**src/sv/itoa_pkg.sv**
```systemverilog
// Shared constants, types and helper functions of the integer-to-ASCII formatter.
// Used by itoa_conv, itoa_emit, the top level and the checker; depends on nothing.
package itoa_pkg;

  localparam int VALUE_BITS = 32;

  function automatic int dec_digits(int bits);
    longint unsigned m;
    int n;
    m = (longint'(1) << bits) - 1;
    n = 0;
    while (m != 0) begin
      m = m / 10;
      n = n + 1;
    end
    return n;
  endfunction

  localparam int DEC_DIGITS = dec_digits(VALUE_BITS);
  localparam int OCT_DIGITS = (VALUE_BITS + 2) / 3;
  localparam int HEX_DIGITS = (VALUE_BITS + 3) / 4;
  // The BCD field is wide enough to hold the octal and hex digit fields as well.
  localparam int DIG_W      = 4 * DEC_DIGITS;
  localparam int CNT_W      = $clog2(VALUE_BITS + 1);
  localparam int IN_TDATA_W = ((VALUE_BITS + 1 + 7) / 8) * 8;
  localparam int CHAR_W     = 8;
  localparam int MINW_W     = 6;
  localparam int CFG_IDX_W  = 3;
  localparam int CFG_DATA_W = 6;
  localparam int WIDTH_MAX  = 62;

  localparam logic [1:0] BASE_DEC = 2'd0;
  localparam logic [1:0] BASE_BIN = 2'd1;
  localparam logic [1:0] BASE_OCT = 2'd2;
  localparam logic [1:0] BASE_HEX = 2'd3;

  localparam logic [1:0] PLUS_NONE  = 2'd0;
  localparam logic [1:0] PLUS_PLUS  = 2'd1;
  localparam logic [1:0] PLUS_SPACE = 2'd2;

  localparam logic [CFG_IDX_W-1:0] CFG_BASE_MODE   = 3'd0;
  localparam logic [CFG_IDX_W-1:0] CFG_UPPER_CASE  = 3'd1;
  localparam logic [CFG_IDX_W-1:0] CFG_SHOW_PREFIX = 3'd2;
  localparam logic [CFG_IDX_W-1:0] CFG_ZERO_PAD    = 3'd3;
  localparam logic [CFG_IDX_W-1:0] CFG_PLUS_MODE   = 3'd4;
  localparam logic [CFG_IDX_W-1:0] CFG_MIN_WIDTH   = 3'd5;

  localparam logic [CHAR_W-1:0] CH_ZERO  = 8'h30;
  localparam logic [CHAR_W-1:0] CH_SPACE = 8'h20;
  localparam logic [CHAR_W-1:0] CH_MINUS = 8'h2d;
  localparam logic [CHAR_W-1:0] CH_PLUS  = 8'h2b;
  localparam logic [CHAR_W-1:0] CH_LB    = 8'h62;
  localparam logic [CHAR_W-1:0] CH_UB    = 8'h42;
  localparam logic [CHAR_W-1:0] CH_LX    = 8'h78;
  localparam logic [CHAR_W-1:0] CH_UX    = 8'h58;
  localparam logic [CHAR_W-1:0] CH_LA    = 8'h61;
  localparam logic [CHAR_W-1:0] CH_UA    = 8'h41;

  typedef struct packed {
    logic [1:0]        base_mode;
    logic              upper_case;
    logic              show_prefix;
    logic              zero_pad;
    logic [1:0]        plus_mode;
    logic [MINW_W-1:0] min_width;
  } cfg_t;

  typedef struct packed {
    logic             idle;
    logic             done;
    logic             neg;
    logic [CNT_W-1:0] nd;
    logic [3:0]       top;
  } conv_stat_t;

  function automatic logic [CHAR_W-1:0] digit_char(logic [3:0] d, logic upper);
    logic [CHAR_W-1:0] r;
    if (d < 4'd10) begin
      r = CH_ZERO + {4'b0000, d};
    end else begin
      r = (upper ? CH_UA : CH_LA) + {4'b0000, d} - 8'd10;
    end
    return r;
  endfunction

endpackage

```
**src/sv/integer_to_ascii_formatter_core.sv**
```systemverilog
// Integer-to-ASCII formatter top level: configuration registers, digit engine
// and character sequencer. Depends on itoa_pkg, itoa_conv and itoa_emit.
// In decimal a word passes through double-dabble conversion, leading-zero scan and setup
// before the first character; other bases skip the conversion. Then one character per cycle
// while out_tready is high; the next word is taken at the edge after the final
// character enters the output stage. rst_n is synchronous and restores the defaults.
module integer_to_ascii_formatter_core (
  input  logic                             clk,
  input  logic                             rst_n,
  input  logic                             in_tvalid,
  output logic                             in_tready,
  // [31:0] value, [32] is_signed, upper bits zero
  input  logic [itoa_pkg::IN_TDATA_W-1:0]  in_tdata,
  output logic                             out_tvalid,
  input  logic                             out_tready,
  // [7:0] out_char
  output logic [itoa_pkg::CHAR_W-1:0]      out_tdata,
  output logic                             out_tlast,
  input  logic                             cfg_we,
  input  logic [itoa_pkg::CFG_IDX_W-1:0]   cfg_index,
  input  logic [itoa_pkg::CFG_DATA_W-1:0]  cfg_wdata
);
  import itoa_pkg::*;

  cfg_t       cfg_r, cfg_nxt;
  conv_stat_t stat;
  logic       pop;
  logic       start;

  always_comb begin
    cfg_nxt = cfg_r;
    if (cfg_we) begin
      unique case (cfg_index)
        CFG_BASE_MODE:   cfg_nxt.base_mode   = cfg_wdata[1:0];
        CFG_UPPER_CASE:  cfg_nxt.upper_case  = cfg_wdata[0];
        CFG_SHOW_PREFIX: cfg_nxt.show_prefix = cfg_wdata[0];
        CFG_ZERO_PAD:    cfg_nxt.zero_pad    = cfg_wdata[0];
        CFG_PLUS_MODE:   cfg_nxt.plus_mode   = cfg_wdata[1:0];
        CFG_MIN_WIDTH:   cfg_nxt.min_width   = cfg_wdata[MINW_W-1:0];
        default:         cfg_nxt = cfg_r;
      endcase
    end
  end

  always_ff @(posedge clk) begin
    if (!rst_n) begin
      cfg_r.base_mode   <= BASE_DEC;
      cfg_r.upper_case  <= 1'b0;
      cfg_r.show_prefix <= 1'b0;
      cfg_r.zero_pad    <= 1'b0;
      cfg_r.plus_mode   <= PLUS_NONE;
      cfg_r.min_width   <= MINW_W'(1);
    end else begin
      cfg_r <= cfg_nxt;
    end
  end

  assign in_tready = stat.idle;
  assign start     = in_tvalid && stat.idle;

  itoa_conv u_conv (
    .clk       (clk),
    .rst_n     (rst_n),
    .base_mode (cfg_r.base_mode),
    .start     (start),
    .value     (in_tdata[VALUE_BITS-1:0]),
    .is_signed (in_tdata[VALUE_BITS]),
    .pop       (pop),
    .stat      (stat)
  );

  itoa_emit u_emit (
    .clk       (clk),
    .rst_n     (rst_n),
    .cfg       (cfg_r),
    .stat      (stat),
    .pop       (pop),
    .out_char  (out_tdata),
    .out_last  (out_tlast),
    .out_valid (out_tvalid),
    .out_ready (out_tready)
  );

endmodule

```
**src/sv/itoa_conv.sv**
```systemverilog
// Digit engine: bit-serial double-dabble for decimal, leading-zero scan and
// a digit shift register that hands out one digit per pop. Depends on itoa_pkg.
module itoa_conv (
  input  logic                           clk,
  input  logic                           rst_n,
  input  logic [1:0]                     base_mode,
  input  logic                           start,
  input  logic [itoa_pkg::VALUE_BITS-1:0] value,
  input  logic                           is_signed,
  input  logic                           pop,
  output itoa_pkg::conv_stat_t           stat
);
  import itoa_pkg::*;

  localparam logic [1:0] C_IDLE   = 2'd0;
  localparam logic [1:0] C_DABBLE = 2'd1;
  localparam logic [1:0] C_SCAN   = 2'd2;
  localparam logic [1:0] C_DONE   = 2'd3;

  localparam int SH_BIN = DIG_W - VALUE_BITS;
  localparam int SH_OCT = DIG_W - 3 * OCT_DIGITS;
  localparam int SH_HEX = DIG_W - 4 * HEX_DIGITS;

  logic [1:0]            state_r, state_nxt;
  logic [DIG_W-1:0]      dig_r, dig_nxt;
  logic [VALUE_BITS-1:0] bin_r, bin_nxt;
  logic [CNT_W-1:0]      cnt_r, cnt_nxt;
  logic                  neg_r, neg_nxt;

  logic [3:0]            top;
  logic [DIG_W-1:0]      dig_shift;
  logic [DIG_W-1:0]      adj;
  logic [DIG_W-1:0]      vz;
  logic [VALUE_BITS-1:0] mag;
  logic                  neg_c;

  always_comb begin
    unique case (base_mode)
      BASE_BIN: begin
        top       = {3'b000, dig_r[DIG_W-1]};
        dig_shift = dig_r << 1;
      end
      BASE_OCT: begin
        top       = {1'b0, dig_r[DIG_W-1 -: 3]};
        dig_shift = dig_r << 3;
      end
      default: begin
        top       = dig_r[DIG_W-1 -: 4];
        dig_shift = dig_r << 4;
      end
    endcase
  end

  always_comb begin
    for (int k = 0; k < DEC_DIGITS; k++) begin
      adj[4*k +: 4] = (dig_r[4*k +: 4] >= 4'd5) ? dig_r[4*k +: 4] + 4'd3 : dig_r[4*k +: 4];
    end
  end

  assign vz    = DIG_W'(value);
  assign neg_c = is_signed & value[VALUE_BITS-1] & (base_mode == BASE_DEC);
  assign mag   = neg_c ? VALUE_BITS'(~value) + VALUE_BITS'(1) : value;

  always_comb begin
    state_nxt = state_r;
    dig_nxt   = dig_r;
    bin_nxt   = bin_r;
    cnt_nxt   = cnt_r;
    neg_nxt   = neg_r;
    unique case (state_r)
      C_IDLE: begin
        if (start) begin
          neg_nxt = neg_c;
          unique case (base_mode)
            BASE_DEC: begin
              bin_nxt   = mag;
              dig_nxt   = '0;
              cnt_nxt   = CNT_W'(VALUE_BITS);
              state_nxt = C_DABBLE;
            end
            BASE_BIN: begin
              dig_nxt   = vz << SH_BIN;
              cnt_nxt   = CNT_W'(VALUE_BITS);
              state_nxt = C_SCAN;
            end
            BASE_OCT: begin
              dig_nxt   = vz << SH_OCT;
              cnt_nxt   = CNT_W'(OCT_DIGITS);
              state_nxt = C_SCAN;
            end
            default: begin
              dig_nxt   = vz << SH_HEX;
              cnt_nxt   = CNT_W'(HEX_DIGITS);
              state_nxt = C_SCAN;
            end
          endcase
        end
      end
      C_DABBLE: begin
        {dig_nxt, bin_nxt} = {adj[DIG_W-2:0], bin_r, 1'b0};
        cnt_nxt = cnt_r - CNT_W'(1);
        if (cnt_r == CNT_W'(1)) begin
          cnt_nxt   = CNT_W'(DEC_DIGITS);
          state_nxt = C_SCAN;
        end
      end
      C_SCAN: begin
        if (top == 4'd0 && cnt_r > CNT_W'(1)) begin
          dig_nxt = dig_shift;
          cnt_nxt = cnt_r - CNT_W'(1);
        end else begin
          state_nxt = C_DONE;
        end
      end
      default: begin
        if (pop) begin
          dig_nxt = dig_shift;
          cnt_nxt = cnt_r - CNT_W'(1);
          if (cnt_r == CNT_W'(1)) begin
            state_nxt = C_IDLE;
          end
        end
      end
    endcase
  end

  always_ff @(posedge clk) begin
    if (!rst_n) begin
      state_r <= C_IDLE;
    end else begin
      state_r <= state_nxt;
    end
  end

  always_ff @(posedge clk) begin
    dig_r <= dig_nxt;
    bin_r <= bin_nxt;
    cnt_r <= cnt_nxt;
    neg_r <= neg_nxt;
  end

  assign stat.idle = (state_r == C_IDLE);
  assign stat.done = (state_r == C_DONE);
  assign stat.neg  = neg_r;
  assign stat.nd   = cnt_r;
  assign stat.top  = top;

endmodule

```
**src/sv/itoa_emit.sv**
```systemverilog
// Character sequencer: prefix, sign, padding and digits, one character per
// cycle while the output is not stalled, into a registered output stage. Depends on itoa_pkg.
module itoa_emit (
  input  logic                         clk,
  input  logic                         rst_n,
  input  itoa_pkg::cfg_t               cfg,
  input  itoa_pkg::conv_stat_t         stat,
  output logic                         pop,
  output logic [itoa_pkg::CHAR_W-1:0]  out_char,
  output logic                         out_last,
  output logic                         out_valid,
  input  logic                         out_ready
);
  import itoa_pkg::*;

  localparam logic [2:0] E_IDLE  = 3'd0;
  localparam logic [2:0] E_SETUP = 3'd1;
  localparam logic [2:0] E_PRE0  = 3'd2;
  localparam logic [2:0] E_PRE1  = 3'd3;
  localparam logic [2:0] E_SIGNA = 3'd4;
  localparam logic [2:0] E_PAD   = 3'd5;
  localparam logic [2:0] E_SIGNB = 3'd6;
  localparam logic [2:0] E_DIG   = 3'd7;

  logic [2:0]        st_r, st_nxt;
  logic [CHAR_W-1:0] sign_r, sign_nxt;
  logic              has_sign_r, has_sign_nxt;
  logic [MINW_W-1:0] pad_r, pad_nxt;
  logic              ov_r, ov_nxt;
  logic [CHAR_W-1:0] oc_r, oc_nxt;
  logic              ol_r, ol_nxt;

  logic [MINW_W-1:0] width_sat;
  logic [7:0]        body;
  logic [MINW_W-1:0] pad_c;
  logic              has_sign_c;
  logic [CHAR_W-1:0] sign_c;
  logic              is_dec;
  logic              adv;

  function automatic logic [2:0] after_prefix(logic zp, logic hs, logic pnz);
    logic [2:0] r;
    if (zp) begin
      r = hs ? E_SIGNA : (pnz ? E_PAD : E_DIG);
    end else begin
      r = pnz ? E_PAD : (hs ? E_SIGNB : E_DIG);
    end
    return r;
  endfunction

  assign is_dec    = (cfg.base_mode == BASE_DEC);
  assign width_sat = (cfg.min_width > MINW_W'(WIDTH_MAX)) ? MINW_W'(WIDTH_MAX) : cfg.min_width;

  always_comb begin
    has_sign_c = 1'b0;
    sign_c     = CH_SPACE;
    if (is_dec) begin
      if (stat.neg) begin
        has_sign_c = 1'b1;
        sign_c     = CH_MINUS;
      end else if (cfg.plus_mode == PLUS_PLUS) begin
        has_sign_c = 1'b1;
        sign_c     = CH_PLUS;
      end else if (cfg.plus_mode == PLUS_SPACE) begin
        has_sign_c = 1'b1;
        sign_c     = CH_SPACE;
      end
    end
  end

  assign body  = 8'(stat.nd) + {7'd0, has_sign_c};
  assign pad_c = (8'(width_sat) > body) ? MINW_W'(8'(width_sat) - body) : '0;
  assign adv   = !ov_r || out_ready;

  always_comb begin
    st_nxt       = st_r;
    sign_nxt     = sign_r;
    has_sign_nxt = has_sign_r;
    pad_nxt      = pad_r;
    ov_nxt       = ov_r && !out_ready;
    oc_nxt       = oc_r;
    ol_nxt       = ol_r;
    pop          = 1'b0;
    unique case (st_r)
      E_IDLE: begin
        if (stat.done) begin
          st_nxt = E_SETUP;
        end
      end
      E_SETUP: begin
        sign_nxt     = sign_c;
        has_sign_nxt = has_sign_c;
        pad_nxt      = pad_c;
        if (cfg.show_prefix && !is_dec) begin
          st_nxt = E_PRE0;
        end else begin
          st_nxt = after_prefix(cfg.zero_pad, has_sign_c, pad_c != '0);
        end
      end
      E_PRE0: begin
        if (adv) begin
          ov_nxt = 1'b1;
          oc_nxt = CH_ZERO;
          ol_nxt = 1'b0;
          if (cfg.base_mode == BASE_BIN || cfg.base_mode == BASE_HEX) begin
            st_nxt = E_PRE1;
          end else begin
            st_nxt = after_prefix(cfg.zero_pad, has_sign_r, pad_r != '0);
          end
        end
      end
      E_PRE1: begin
        if (adv) begin
          ov_nxt = 1'b1;
          ol_nxt = 1'b0;
          if (cfg.base_mode == BASE_BIN) begin
            oc_nxt = cfg.upper_case ? CH_UB : CH_LB;
          end else begin
            oc_nxt = cfg.upper_case ? CH_UX : CH_LX;
          end
          st_nxt = after_prefix(cfg.zero_pad, has_sign_r, pad_r != '0);
        end
      end
      E_SIGNA: begin
        if (adv) begin
          ov_nxt = 1'b1;
          oc_nxt = sign_r;
          ol_nxt = 1'b0;
          st_nxt = (pad_r != '0) ? E_PAD : E_DIG;
        end
      end
      E_PAD: begin
        if (adv) begin
          ov_nxt  = 1'b1;
          oc_nxt  = cfg.zero_pad ? CH_ZERO : CH_SPACE;
          ol_nxt  = 1'b0;
          pad_nxt = pad_r - MINW_W'(1);
          if (pad_r == MINW_W'(1)) begin
            st_nxt = (!cfg.zero_pad && has_sign_r) ? E_SIGNB : E_DIG;
          end
        end
      end
      E_SIGNB: begin
        if (adv) begin
          ov_nxt = 1'b1;
          oc_nxt = sign_r;
          ol_nxt = 1'b0;
          st_nxt = E_DIG;
        end
      end
      default: begin
        if (adv) begin
          pop    = 1'b1;
          ov_nxt = 1'b1;
          oc_nxt = digit_char(stat.top, cfg.upper_case);
          ol_nxt = (stat.nd == CNT_W'(1));
          if (stat.nd == CNT_W'(1)) begin
            st_nxt = E_IDLE;
          end
        end
      end
    endcase
  end

  always_ff @(posedge clk) begin
    if (!rst_n) begin
      st_r <= E_IDLE;
      ov_r <= 1'b0;
    end else begin
      st_r <= st_nxt;
      ov_r <= ov_nxt;
    end
  end

  always_ff @(posedge clk) begin
    sign_r     <= sign_nxt;
    has_sign_r <= has_sign_nxt;
    pad_r      <= pad_nxt;
    oc_r       <= oc_nxt;
    ol_r       <= ol_nxt;
  end

  assign out_char  = oc_r;
  assign out_last  = ol_r;
  assign out_valid = ov_r;

endmodule

```
**config.mk**
```make
export PLATFORM = sky130hd
export DESIGN_NAME = integer_to_ascii_formatter_core
export DESIGN_NICKNAME = d
export VERILOG_FILES = /design/src/sv/itoa_pkg.sv /design/src/sv/integer_to_ascii_formatter_core.sv /design/src/sv/itoa_conv.sv /design/src/sv/itoa_emit.sv
export SDC_FILE = /design/constraint.sdc
export NUM_CORES = 1
export LEC_CHECK = 0
export ABC_AREA = 1
export BUFFER_PORTS_ARGS = -buffer_cell sky130_fd_sc_hd__buf_2
export CORE_MARGIN = 2
export CORE_UTILIZATION = 38
export CTS_CLUSTER_DIAMETER = 60
export DETAILED_ROUTE_END_ITERATION = 10
export GPL_ROUTABILITY_DRIVEN = 1
export PLACE_DENSITY_LB_ADDON = 0.3
export SLEW_MARGIN = 10
export SYNTH_ARGS = -nofsm -noshare
export SYNTH_HDL_FRONTEND = slang
export SYNTH_SLANG_ARGS = --single-unit
```
**constraint.sdc**
```tcl
create_clock -name clk -period 8.9 [get_ports clk]
set_clock_uncertainty 0.15 [all_clocks]
set_input_delay 0.445 -clock clk [delete_from_list [all_inputs] [get_ports clk]]
set_output_delay 0.445 -clock clk [all_outputs]
set_load 0.02 [all_outputs]
```
==> summary.txt <==
Critical path
  • Critical Path Sink Type: flip-flop
  • Peak fanout along the critical path: 5
  • WP data required: 9.10 ns
  • Worst path arrival time: 4.13 ns
  • Startpoint Class: flip-flop
  • CP Cell Sequence: inv_1, ha_1, inv_1, o21ai_0, ha_1, ha_1, nand3_2, xor2_1, ha_1, nand2_1, nand2_1, nand2_1, nand2_1, o21ai_1, nand2_2, nand2_1, nor2_1, nor2_1, nand3_1, nand2_1, nand2_1, nand2_1, nand2_1, a21oi_1
  • Worst path max stage delay: 0.52 ns
  • Crit path kind: flip-flop to flip-flop
  • Most Frequent Cell on Critical Path: nand2_1
  • Slowest CP cell: o21ai_0

STA
  • WHS: 0.100 ns
  • Worst Max-Slew Pin Slew: 1.17 ns
  • Post-route clock period utilization: 0.443
  • Final setup TNS: 0 ns
  • Pins Over Slew Limit: 0
  • Final Setup Violations: 0
  • Fin. Hold Viols: 0
  • Setup WS post-layout: 4.96 ns
  • RSZ-0062 raised after global routing: no
  • Tmin final: 3.94 ns
  • Max_slew headroom: 0.219
  • Fmax: 0.254 GHz

Clock network
  • Num CTS Buffers: 17
  • CTS H-tree lvls: 4
  • Clk pin slew, worst setup/hold paths: 0.06 ns
  • Longest Clk Path Bufs: 2
  • CTS Hold Bufs: 0
  • CTS tree: done
  • Post-CTS setup buffers: 0
  • Resize count post-CTS: 0
  • Worst-Skew Late Latency: 0.42 ns
  • Root Driver: clkbuf_16
  • Clock Sinks: 116

Power
  • PwrDens: 344 nW/um^2
  • Peak supply drop: 0.177 mV
  • Pleak: 4.05 nW

Route
  • Routed via count: 7796
  • DR pass1 iterations: 5
  • Routed WL: 22.3 mm
  • Final ANT Viol Nets: 0
  • Post-route DRC: 0
  • Drt wl/cell: 15.5 um
  • Initial drt markers: 650
  • Post-DR vias/cell: 5.41

Logic synthesis
  • Post-synthesis register bit count: 116
  • YS warnings: 0
  • Yosys top cell area share: 0.341
  • Synth top cells by count: 169 x nand2_1, 147 x inv_1, 130 x nor2_1
  • EDFF count, synth: 97
  • Largest area contributor in the netlist: edfxtp_1
  • Top cells by area, synth: edfxtp_1 34%, nand2_1 7.4%, ha_1 6.9%, inv_1 6.5%, nor2_1 5.7%
  • Register area share after synthesis: 0.385
  • Synth Area per Inst: 7.70 sq um
  • Synth Flop Type: edfxtp_1
  • Ys async rst share: 0
  • Netlist Area Pre-Place: 8550 sq um
  • Synth cell types: 57
  • Syn_nets: 1212
  • Most frequent cell after synthesis: nand2_1
  • Synth Instances: 1110

Die
  • Die H: 154 um
  • Die Area: 23700 sq um
  • Initial core utilization: 0.389
  • Core area: 22000 sq um
  • Row count: 54
  • I/O pin count: 65
  • Die width: 154 um

Outcome
  • Run status: completed

Cells and area
  • Layout cell share with drive strength beyond 1: 0.115
  • Multi-input logic area: 4500 sq um
  • Final Util: 0.441
  • Area grow syn2layout: 13.4%
  • Fillers: 2205
  • Storage cell area: 3290 sq um
  • Final #Nets: 1250
  • Design area: 9690 sq um

GRT
  • Largest net degree at the start of global routing: 70
  • Grt total ovfl: 0
  • All-Layer GR Usage: 0.192
  • First-pass GRT wire length: 36.9 mm
  • Number of global-route vias before repair: 7424
  • Initial antenna violation count: 0

Flow run
  • Max Cap Violations: 0

Placement
  • Post-DP HPWL: 15.5 mm
  • Post-place setup slack: 4.95 ns
  • GP Congestion: 0.860
  • DP Area: 9070 sq um
  • Port Buf Inserts: 56

Min path
  • Worst min path class: input pin to flip-flop
-- critical path: cells and delay by family, from the launching register on --
family | cells | cell delay (ns)
AO/OA/AOI/OAI | 3 | 0.72
XOR/XNOR | 1 | 0.17
flip-flops | 1 | 0.33
adder cells (fa/ha/maj) | 4 | 1.11
buffers and inverters | 2 | 0.27
AND/OR/NAND/NOR | 14 | 1.14
-- final timing paths --
kind | from | endpoint | slack [ns] | cells after the start
worst max register to register | cfg_r[11] | u_emit.st_r[1] | 4.96 | 24
worst max-delay path | cfg_r[11] | u_emit.st_r[1] | 4.96 | 24
worst min-delay path | cfg_wdata[2] | cfg_r[2] | 0.10 | 3
worst min register to register | cfg_r[9] | cfg_r[9] | 0.30 | 2
-- kinds of logic (layout without fill, tap and decap cells) --
family          after synthesis  count (layout)  synth area share
flops                       116             116             0.385
xor+xnor                     24              24            0.0246
other cells                   1               2          0.000439
fa+ha+maj                    48              48            0.0712
mux                           2               2           0.00234
simple gates                408             408             0.208
buf+inv                     202             253            0.0912
compound gates              309             309             0.217
-- per-layer routing --
layer  routed length (um)  vias to the layer above  part of all wire  GRT usage
met5                    0                        -                 0          0
met4                  265                        0             0.012     0.0507
met3                 1380                       22             0.062     0.0397
met2                 9910                      236              0.44      0.306
met1                10800                     3606              0.48      0.266
li1                     -                     3932                 -          -
-- layout make-up --
type / instances / share of cell area
Multi-Input combinational cell: 792 / 0.464
Sequential cell: 116 / 0.340
Inverter: 158 / 0.0613
Timing Repair Buffer: 63 / 0.0343
Antenna cell: 1 / 0.000258
Tap cell: 280 / 0.0362
Clock buffer: 25 / 0.0546
Clock inverter: 7 / 0.00930
-- power breakdown --
| part | total, mW | internal, mW | switching, mW |
|---|---|---|---|
| sequential | 1.12 | 0.966 | 0.150 |
| clock | 0.720 | 0.469 | 0.250 |
| combinational | 1.50 | 0.487 | 1.01 |
| total | 3.33 | 1.92 | 1.41 |
-- through the flow --
| stage | std cells | power [mW] |
|---|---|---|
| floorplan | 1110 | 2.22 |
| global placement | 1409 | 2.59 |
| detailed placement | 1409 | 2.61 |
| CTS | 1441 | 3.34 |
| global route | 1441 | 3.61 |
| finish | 1442 | 3.33 |
-- layout by cell type (no fill, tap or decap), drive strengths merged, types with 3 or more instances in the layout --
cell type  instances
o211ai            11
o22ai             49
or2                6
ha                47
a211oi             3
a31oi              4
inv              156
buf               63
nand3             56
o31ai              4
o2111ai            6
edfxtp            97
a22oi             19
nand3b             3
o21ai             98
dfxtp             19
a21oi             90
clkinv             7
nor2             135
a221oi            13
nor3              25
nand4              5
xor2              15
xnor2              9
clkbuf            25
nand2            173
o311ai             5
-- flip-flops by register name (all words and copies together) (netlist names) --
name,cells
cfg_r,13
u_conv.bin_r,32
u_conv.cnt_r,6
u_conv.dig_r,40
u_conv.neg_r,1
u_conv.state_r,2
u_emit.has_sign_r,1
u_emit.out_char,7
u_emit.out_last,1
u_emit.out_valid,1
u_emit.pad_r,6
u_emit.sign_r,3
u_emit.st_r,3
No activity file was read; power rests on OpenSTA's default activity.
